<file path="src/sv/filtered_nearest_object_search_macros.svh">
// Assertion macros shared by the nearest-object search RTL.
// Needs clk and rst in the scope of the module that uses them.
`ifndef FILTERED_NEAREST_OBJECT_SEARCH_MACROS_SVH
`define FILTERED_NEAREST_OBJECT_SEARCH_MACROS_SVH

// Check that a property holds at every clock edge outside reset.
`define FNOS_ASSERT(lbl, prop, msg) \
  lbl: assert property (@(posedge clk) disable iff (rst) (prop)) else $error(msg);

// Check that a condition never occurs outside reset.
`define FNOS_NEVER(lbl, cond, msg) \
  lbl: assert property (@(posedge clk) disable iff (rst) !(cond)) else $error(msg);

`endif

</file>
<file path="src/sv/fnos_pkg.sv">
// Shared types and constants for the filtered nearest-object search.
// No dependencies; imported by every module of the block.
`default_nettype none

package fnos_pkg;

  localparam int CFG_W     = 32;
  localparam int CFG_IDX_W = 3;
  localparam int QDEPTH    = 8;
  localparam int QPTR_W    = 3;
  localparam int QCNT_W    = 4;

  // Configuration register indexes
  typedef enum logic [CFG_IDX_W-1:0] {
    REG_REF_X       = 3'd0,
    REG_REF_Y       = 3'd1,
    REG_COLOUR_ON   = 3'd2,
    REG_OWN_RED     = 3'd3,
    REG_RANGE_LIMIT = 3'd4,
    REG_AGE_LIMIT   = 3'd5,
    REG_NOW         = 3'd6
  } cfg_reg_t;

  // One classified object handed from front to back
  typedef struct packed {
    logic        pass;   // candidate and all filters passed
    logic        last;   // ends the list
    logic [7:0]  pos;    // low bits of list position
    logic [32:0] d2;     // squared distance, mm^2
  } queue_entry_t;

  // Front pipeline output toward the queue
  typedef struct packed {
    logic         valid;
    queue_entry_t entry;
  } front_push_t;

endpackage

`default_nettype wire

</file>
<file path="src/sv/filtered_nearest_object_search.sv">
// Filtered nearest-object search, top level.
// Channels: objects enter on in_valid/in_stall, one word per object; the word
//   with last_item set closes a list. One result word per list leaves on
//   out_valid/out_stall: found, best_index and best_dist_sq (all zero if no
//   object passed the colour, age and range filters).
// Configuration: cfg_we with cfg_index and cfg_data writes one register in a
//   cycle; write only while no list is in progress and all results are out.
// Throughput: one object per cycle while in_stall is low. The front classifies
//   in a 3-stage pipeline, an 8-entry queue feeds the back, which folds one
//   object a cycle into the running minimum but holds a last word on a stall.
// Path: the last object of a list passes the three front stages, the queue
//   and the result register before its result shows on out_valid.
// Stall: out_stall holds the result register; the back then stops at the
//   next last word, the queue fills and in_stall rises once queue words plus
//   pipeline words reach the queue depth.
// Reset (rst, synchronous): clear the search state and restore register
//   defaults (colour filter on, own colour red, all else zero).
// Objects past MAX_OBJECTS in a list are skipped but last_item still ends it.
`default_nettype none

module filtered_nearest_object_search #(
  parameter int MAX_OBJECTS = 256
) (
  input  wire logic                           clk,
  input  wire logic                           rst,
  input  wire logic                           cfg_we,
  input  wire logic [fnos_pkg::CFG_IDX_W-1:0]  cfg_index,
  input  wire logic [fnos_pkg::CFG_W-1:0]      cfg_data,
  input  wire logic                           in_valid,
  output logic                                in_stall,
  input  wire logic signed [15:0]             obj_x_mm,
  input  wire logic signed [15:0]             obj_y_mm,
  input  wire logic                           obj_red,
  input  wire logic [31:0]                    seen_ms,
  input  wire logic                           last_item,
  output logic                                out_valid,
  input  wire logic                           out_stall,
  output logic                                found,
  output logic [7:0]                          best_index,
  output logic [33:0]                         best_dist_sq
);
  import fnos_pkg::*;

  front_push_t          push;
  logic [1:0]           inflight;
  queue_entry_t         head;
  logic                 head_valid;
  logic                 pop;
  logic [QCNT_W-1:0]    q_count;
  logic [QCNT_W:0]      occupancy;
  logic                 take;

  // Count words in the pipeline as already queued so none is ever dropped
  assign occupancy = {1'b0, q_count} + {{(QCNT_W-1){1'b0}}, inflight};
  assign in_stall  = occupancy >= (QCNT_W+1)'(QDEPTH);
  assign take      = in_valid && !in_stall;

  fnos_front #(
    .MAX_OBJECTS (MAX_OBJECTS)
  ) u_front (
    .clk       (clk),
    .rst       (rst),
    .cfg_we    (cfg_we),
    .cfg_index (cfg_index),
    .cfg_data  (cfg_data),
    .take      (take),
    .obj_x_mm  (obj_x_mm),
    .obj_y_mm  (obj_y_mm),
    .obj_red   (obj_red),
    .seen_ms   (seen_ms),
    .last_item (last_item),
    .push      (push),
    .inflight  (inflight)
  );

  fnos_queue u_queue (
    .clk        (clk),
    .rst        (rst),
    .push       (push),
    .pop        (pop),
    .head       (head),
    .head_valid (head_valid),
    .count      (q_count)
  );

  fnos_back u_back (
    .clk          (clk),
    .rst          (rst),
    .head         (head),
    .head_valid   (head_valid),
    .pop          (pop),
    .out_valid    (out_valid),
    .out_stall    (out_stall),
    .found        (found),
    .best_index   (best_index),
    .best_dist_sq (best_dist_sq)
  );

endmodule

`default_nettype wire

</file>
<file path="src/sv/fnos_queue.sv">
// Small FIFO of classified objects between front and back.
// Depends on fnos_pkg and the shared assertion macros.
`default_nettype none
`include "filtered_nearest_object_search_macros.svh"

module fnos_queue (
  input  wire logic                 clk,
  input  wire logic                 rst,
  input  wire fnos_pkg::front_push_t push,
  input  wire logic                 pop,
  output fnos_pkg::queue_entry_t    head,
  output logic                      head_valid,
  output logic [fnos_pkg::QCNT_W-1:0] count
);
  import fnos_pkg::*;

  queue_entry_t             mem [QDEPTH];
  logic [QPTR_W-1:0]        wr_ptr;
  logic [QPTR_W-1:0]        rd_ptr;
  logic                     do_pop;

  assign do_pop     = pop && (count != '0);
  assign head       = mem[rd_ptr];
  assign head_valid = (count != '0);

  always_ff @(posedge clk) begin
    if (push.valid) begin
      mem[wr_ptr] <= push.entry;
    end
  end

  always_ff @(posedge clk) begin
    if (rst) begin
      wr_ptr <= '0;
      rd_ptr <= '0;
      count  <= '0;
    end else begin
      if (push.valid) begin
        wr_ptr <= wr_ptr + QPTR_W'(1);
      end
      if (do_pop) begin
        rd_ptr <= rd_ptr + QPTR_W'(1);
      end
      case ({push.valid, do_pop})
        2'b10:   count <= count + QCNT_W'(1);
        2'b01:   count <= count - QCNT_W'(1);
        default: count <= count;
      endcase
    end
  end

  `FNOS_NEVER(a_no_overflow, push.valid && !do_pop && (count == QCNT_W'(QDEPTH)), "queue overflow")
  `FNOS_NEVER(a_count_bound, count > QCNT_W'(QDEPTH), "queue count beyond depth")
  `FNOS_NEVER(a_no_underflow, pop && (count == '0), "pop from empty queue")

endmodule

`default_nettype wire

</file>
<file path="src/sv/fnos_front.sv">
// Front end: configuration registers, item counter and a three-stage
// classification pipeline (filters, squares, distance sum). Uses fnos_pkg.
`default_nettype none

module fnos_front #(
  parameter int MAX_OBJECTS = 256
) (
  input  wire logic                          clk,
  input  wire logic                          rst,
  input  wire logic                          cfg_we,
  input  wire logic [fnos_pkg::CFG_IDX_W-1:0] cfg_index,
  input  wire logic [fnos_pkg::CFG_W-1:0]     cfg_data,
  input  wire logic                          take,
  input  wire logic signed [15:0]            obj_x_mm,
  input  wire logic signed [15:0]            obj_y_mm,
  input  wire logic                          obj_red,
  input  wire logic [31:0]                   seen_ms,
  input  wire logic                          last_item,
  output fnos_pkg::front_push_t              push,
  output logic [1:0]                         inflight
);
  import fnos_pkg::*;

  localparam int CNT_W = $clog2(MAX_OBJECTS + 1);

  // Configuration
  logic signed [15:0] ref_x_mm;
  logic signed [15:0] ref_y_mm;
  logic               colour_filter_on;
  logic               own_colour_red;
  logic [15:0]        range_limit_mm;
  logic [31:0]        age_limit_ms;
  logic [31:0]        now_ms;
  logic [31:0]        range_sq;

  // Item counter
  logic [CNT_W-1:0]   item_counter;
  logic               cand;
  logic [CNT_W+7:0]   cnt_ext;

  // Stage 1
  logic               v1;
  logic signed [16:0] dx1;
  logic signed [16:0] dy1;
  logic               ok1;
  logic               last1;
  logic [7:0]         pos1;
  // Stage 2
  logic               v2;
  logic [31:0]        sqx2;
  logic [31:0]        sqy2;
  logic               ok2;
  logic               last2;
  logic [7:0]         pos2;
  // Stage 3
  logic               v3;
  queue_entry_t       ent3;

  logic signed [16:0] dx_next;
  logic signed [16:0] dy_next;
  logic [32:0]        age_diff;
  logic               age_bad;
  logic               age_ok;
  logic               colour_ok;
  logic signed [33:0] px;
  logic signed [33:0] py;
  logic [32:0]        d2_next;
  logic               range_ok;

  always_ff @(posedge clk) begin
    if (rst) begin
      ref_x_mm         <= '0;
      ref_y_mm         <= '0;
      colour_filter_on <= 1'b1;
      own_colour_red   <= 1'b1;
      range_limit_mm   <= '0;
      age_limit_ms     <= '0;
      now_ms           <= '0;
    end else if (cfg_we) begin
      case (cfg_reg_t'(cfg_index))
        REG_REF_X:       ref_x_mm         <= cfg_data[15:0];
        REG_REF_Y:       ref_y_mm         <= cfg_data[15:0];
        REG_COLOUR_ON:   colour_filter_on <= cfg_data[0];
        REG_OWN_RED:     own_colour_red   <= cfg_data[0];
        REG_RANGE_LIMIT: range_limit_mm   <= cfg_data[15:0];
        REG_AGE_LIMIT:   age_limit_ms     <= cfg_data[31:0];
        REG_NOW:         now_ms           <= cfg_data[31:0];
        default:         ;
      endcase
    end
  end

  // Square the range limit in its own register, off the item path
  always_ff @(posedge clk) begin
    range_sq <= range_limit_mm * range_limit_mm;
  end

  assign cand    = item_counter < CNT_W'(MAX_OBJECTS);
  assign cnt_ext = {8'd0, item_counter};

  always_ff @(posedge clk) begin
    if (rst) begin
      item_counter <= '0;
    end else if (take) begin
      if (last_item) begin
        item_counter <= '0;
      end else if (cand) begin
        item_counter <= item_counter + CNT_W'(1);
      end
    end
  end

  always_comb begin
    dx_next   = $signed({obj_x_mm[15], obj_x_mm}) - $signed({ref_x_mm[15], ref_x_mm});
    dy_next   = $signed({obj_y_mm[15], obj_y_mm}) - $signed({ref_y_mm[15], ref_y_mm});
    age_diff  = {1'b0, now_ms} - {1'b0, seen_ms};
    // A negative age (stamp ahead of now) always passes
    age_bad   = !age_diff[32] && (age_diff[31:0] > age_limit_ms);
    age_ok    = (age_limit_ms == '0) || (seen_ms == '0) || !age_bad;
    colour_ok = !colour_filter_on || (obj_red == own_colour_red);
  end

  assign px       = dx1 * dx1;
  assign py       = dy1 * dy1;
  assign d2_next  = {1'b0, sqx2} + {1'b0, sqy2};
  assign range_ok = (range_limit_mm == '0) || (d2_next <= {1'b0, range_sq});

  always_ff @(posedge clk) begin
    if (rst) begin
      v1 <= 1'b0;
      v2 <= 1'b0;
      v3 <= 1'b0;
    end else begin
      v1 <= take;
      v2 <= v1;
      v3 <= v2;
    end
  end

  always_ff @(posedge clk) begin
    dx1   <= dx_next;
    dy1   <= dy_next;
    ok1   <= cand && age_ok && colour_ok;
    last1 <= last_item;
    pos1  <= cnt_ext[7:0];

    sqx2  <= px[31:0];
    sqy2  <= py[31:0];
    ok2   <= ok1;
    last2 <= last1;
    pos2  <= pos1;

    ent3.pass <= ok2 && range_ok;
    ent3.last <= last2;
    ent3.pos  <= pos2;
    ent3.d2   <= d2_next;
  end

  assign push.valid = v3;
  assign push.entry = ent3;
  assign inflight   = {1'b0, v1} + {1'b0, v2} + {1'b0, v3};

endmodule

`default_nettype wire

</file>
<file path="src/sv/fnos_back.sv">
// Back end: running minimum over classified objects and the result register.
// Depends on fnos_pkg and the shared assertion macros.
`default_nettype none
`include "filtered_nearest_object_search_macros.svh"

module fnos_back (
  input  wire logic                   clk,
  input  wire logic                   rst,
  input  wire fnos_pkg::queue_entry_t head,
  input  wire logic                   head_valid,
  output logic                        pop,
  output logic                        out_valid,
  input  wire logic                   out_stall,
  output logic                        found,
  output logic [7:0]                  best_index,
  output logic [33:0]                 best_dist_sq
);
  import fnos_pkg::*;

  logic [33:0] best_distance_sq;
  logic [7:0]  best_position;
  logic        any_found;

  logic [33:0] best_distance_sq_next;
  logic [7:0]  best_position_next;
  logic        any_found_next;
  logic        better;
  logic        out_free;

  // Hold a last word while the previous result still waits
  assign out_free = !out_valid || !out_stall;
  assign pop      = head_valid && (!head.last || out_free);
  assign better   = head.pass && ({1'b0, head.d2} < best_distance_sq);

  always_comb begin
    best_distance_sq_next = best_distance_sq;
    best_position_next    = best_position;
    any_found_next        = any_found;
    if (better) begin
      best_distance_sq_next = {1'b0, head.d2};
      best_position_next    = head.pos;
      any_found_next        = 1'b1;
    end
  end

  always_ff @(posedge clk) begin
    if (rst) begin
      best_distance_sq <= '1;
      best_position    <= '0;
      any_found        <= 1'b0;
      out_valid        <= 1'b0;
    end else begin
      if (pop) begin
        if (head.last) begin
          best_distance_sq <= '1;
          best_position    <= '0;
          any_found        <= 1'b0;
        end else begin
          best_distance_sq <= best_distance_sq_next;
          best_position    <= best_position_next;
          any_found        <= any_found_next;
        end
      end
      if (pop && head.last) begin
        out_valid <= 1'b1;
      end else if (!out_stall) begin
        out_valid <= 1'b0;
      end
    end
  end

  always_ff @(posedge clk) begin
    if (pop && head.last) begin
      found        <= any_found_next;
      best_index   <= any_found_next ? best_position_next : 8'd0;
      best_dist_sq <= any_found_next ? best_distance_sq_next : 34'd0;
    end
  end

  `FNOS_ASSERT(a_empty_result, (out_valid && !found) |-> (best_index == 8'd0 && best_dist_sq == 34'd0), "empty result not zero")
  `FNOS_NEVER(a_no_clobber, pop && head.last && out_valid && out_stall, "result overwritten while stalled")
  `FNOS_ASSERT(a_dist_bound, (out_valid && found) |-> (best_dist_sq[33] == 1'b0), "distance beyond range")

endmodule

`default_nettype wire
</file>
<file path="config.mk">
export PLATFORM = sky130hd
export DESIGN_NAME = filtered_nearest_object_search
export DESIGN_NICKNAME = d
export VERILOG_FILES = /design/src/sv/fnos_pkg.sv /design/src/sv/filtered_nearest_object_search.sv /design/src/sv/fnos_queue.sv /design/src/sv/fnos_front.sv /design/src/sv/fnos_back.sv
export VERILOG_INCLUDE_DIRS = /design/src /design/src/sv
export SDC_FILE = /design/constraint.sdc
export NUM_CORES = 2
export LEC_CHECK = 0
export ABC_AREA = 1
export BUFFER_PORTS_ARGS = -buffer_cell sky130_fd_sc_hd__buf_2
export CAP_MARGIN = 20
export CORE_MARGIN = 5
export CORE_UTILIZATION = 70
export DETAILED_ROUTE_END_ITERATION = 10
export PLACE_DENSITY_LB_ADDON = 0.3
export SKIP_CTS_REPAIR_TIMING = 1
export SYNTH_ARGS = -nofsm -noshare
export SYNTH_HDL_FRONTEND = slang
export SYNTH_HIERARCHICAL = 1
export SYNTH_SLANG_ARGS = --single-unit
</file>
<file path="constraint.sdc">
create_clock -name clk -period 10.7 [get_ports clk]
set_input_delay 2.14 -clock clk [delete_from_list [all_inputs] [get_ports clk]]
set_output_delay 2.14 -clock clk [all_outputs]
set_load 0.1 [all_outputs]
</file>
==> implementation parameters <==
Parameter                              Value

Status
  Run status    completed

Detailed routing
  Iter 0 DRT Violations    3181
  Residual DRC count    0
  Routed length per placed instance    approximately 18 um
  Post-Route WL    ~140 mm
  Antenna Violating Nets Remaining    0
  Via-per-instance ratio    between 5 and 6
  First-pass iteration count of the detailed router    6
  Number of vias after detailed routing    43550

Critical path
  CP Launch Point    u_front/dx1[16]
  Critical-path maximum fanout    21
  Worst path arrival time    just under 7 ns
  Reg2reg end    u_front/sqx2[29]
  Worst Setup Start Kind    register
  Kind of end point of the critical path    register
  Reg-to-reg setup timing slack    around 4.3 ns
  Stage delay of the slowest cell on the critical path    just under 0.8 ns
  Worst setup path class    register to register
  Cell class contributing the biggest share of worst-path delay    adder cells
  Buffer and inverter count on the worst path    3
  Cell-by-cell trace of the critical path    nand2_1, inv_1, fa_1, inv_1, fa_1, inv_1, fa_1, fa_1, fa_1, fa_1, ha_1, nand2_1, nor4_1, nand2_1, o211ai_2, nand2_1, nand2_1, a31oi_1, xor2_1
  Critical Path Stages    19
  Timing endpoint of the critical path    u_front/sqx2[29]
  Standard cell with the maximum stage delay on the critical path    fa_1
  Beginning of the worst register-to-register path    u_front/dx1[16]
  Crit path required time    11.20 ns
  Cells on worst reg2reg path    19
  Most used cell along the critical path    fa_1

Timing
  Final Critical Period    6.388 ns
  Max Transition Viols Final    0
  Post-route fraction of the period consumed by the critical path    0.5970
  Least-Margin Pin Slew    1.088 ns
  Highest attainable clock frequency    between 150 and 200 MHz
  Worst setup slack after layout    4.312 ns
  Summed negative setup slack over all endpoints    0 ns
  RSZ-0062 raised after global routing    no
  Hold Worst Slack    0.3263 ns
  Setup clock skew after layout    0.04861 ns
  Relative slew margins    0.2728
  Number of failing setup endpoints in the final timing report    0
  Hold Fails Final Rpt    0

Floorplanning
  Number of ports placed on the die boundary    roughly 150
  Rows    about 110
  Die height    slightly above 300 um
  Area of the core    between 0.08 and 0.09 sq mm
  Die footprint    about 0.092 sq mm
  X dimension of the die    approximately 300 um
  Effective utilization at floorplan    0.7041

Global routing
  Number of antenna violations at the first check in global routing    0
  Via count of the first global-routing pass    roughly 46000
  Wire length of the first global-routing pass    ~230 mm
  GR Util All Layers    0.3109
  Pin count of the biggest net entering global routing    113
  Global route overflow    0

Clock network
  Clock tree sinks    760
  Root Buffer Master    clkbuf_16
  Maximum level of the CTS H-tree    3
  Post-CTS clock slew at the launch and capture registers of the worst setup and hold paths    0.06 ns
  Clock buffer depth    3
  CTS tree    yes
  Clock insertion delay at the later pin of the skew report    0.67 ns
  TritonCTS Buffers    78

Finish
  Number of antenna diodes    0
  Total Nets Final    between 7000 and 8000
  Fraction of final layout cells sized beyond drive strength 1    0.06454
  Number of fillers in the final layout    ~6000
  Share of the core filled with cells    0.7503
  Area added between synthesis and finish    6.555%

Min path
  Hold path startpoint    u_front/pos1[1]
  HP Class    register to register

Placed design
  Port Buffer Count    150
  Global placement routability congestion    slightly above 1
  HPWL reported at the end of detailed placement    105.1 mm
  Minimum setup slack after placement    ~4.4 ns

Synthesis
  Most frequent cells after synthesis    inv_1 (1434), nand2_1 (974), fa_1 (680)
  Fraction of registers with async set or reset after synthesis    0
  Post-synthesis cell area    approximately 0.06 sq mm
  Synth top area cells    fa_1 (23%), edfxtp_1 (19%), dfxtp_1 (12%)
  Mapped Cells    around 6500
  Synth Area per Inst    roughly 9.2 sq um
  Post-synthesis sequential area ratio    0.3184
  Number of distinct standard cells referenced by the synthesized netlist    60
  Synthesized Nets    about 8000
  Count leader, synth    inv_1
  Flops & latches, synth    760
  Post-synth top area share    0.2271
  Number of enable-type register cells in the synthesized netlist    ~390
  Syn. warnings    6
  Dominant synthesized flop cell    edfxtp_1
  Post-synthesis cell type with the largest combined area    fa_1

Run
  Maximum capacitance violations    0
stage by stage:
step	cell area [sq um]	cells
2_1_floorplan	59950	6540
5_1_grt	63880	7776
3_3_place_gp	61300	7634
6_report	63880	7776
3_5_place_dp	61300	7634
4_1_cts	63860	7775
registers in the layout, summed over array words and instances (netlist names), 9 cells and up, named ones only:
signal	count
u_front/sqy2	31
u_front/dy1	17
u_front/range_sq	31
u_front/ref_y_mm	16
u_front/ref_x_mm	16
u_back/best_dist_sq	34
u_front/range_limit_mm	16
u_front/item_counter	9
u_front/push	43
u_front/now_ms	32
u_front/dx1	17
u_queue/mem	344
u_front/age_limit_ms	32
u_front/sqx2	31
u_back/best_distance_sq	34
worst min path at each step:
| stage | to | slack (ns) | depth (start not counted) |
|---|---|---|---|
| after floorplan | u_front/last2 | 0.31 | 0 |
| after global placement | u_front/pos2[3] | 0.31 | 0 |
| after detailed placement | u_front/pos2[3] | 0.31 | 0 |
| after CTS | u_front/pos2[1] | 0.33 | 0 |
| after global routing | u_front/pos2[2] | 0.34 | 0 |
| final | u_front/pos2[1] | 0.33 | 0 |
cell families after synthesis:
logic type,Yosys count,share of synthesized area
flops,760,0.3184
xor+xnor,222,0.03243
compound gates,1016,0.09320
fa+ha+maj,1150,0.3252
simple gates,1678,0.1148
buf+inv,1671,0.1088
mux,43,0.007179
cell usage in the layout (no fill, tap or decap), types with 150 or more instances in the layout:
cell type and n:
a21oi_1 370, o21ai_1 170, fa_1 680, edfxtp_1 387
nand2_1 973, o21ai_0 282, inv_1 1433, dfxtp_1 370
nor2_1 432, buf_2 150, ha_1 470
area by class of cell:
class / instances / area (sq um) / share of cell area
multi-input combinational: 4109 / 34410 / 0.5387
clock buffer: 103 / 2117 / 0.03314
inverter: 1447 / 5433 / 0.08504
timing repair buffer: 175 / 950.9 / 0.01489
clock inverter: 38 / 441.7 / 0.006914
tap: 1144 / 1431 / 0.02241
sequential: 760 / 19100 / 0.2989
layer usage:
metal	global-route usage	part of all wire
met3	0.04272	0.063
met4	0.1577	0.058
met5	0	0
met2	0.5482	0.50
met1	0.3758	0.37
Power is left out: the tool's default activity adds up to more than one toggle a clock period on the data nets, which glitch-free logic cannot reach.
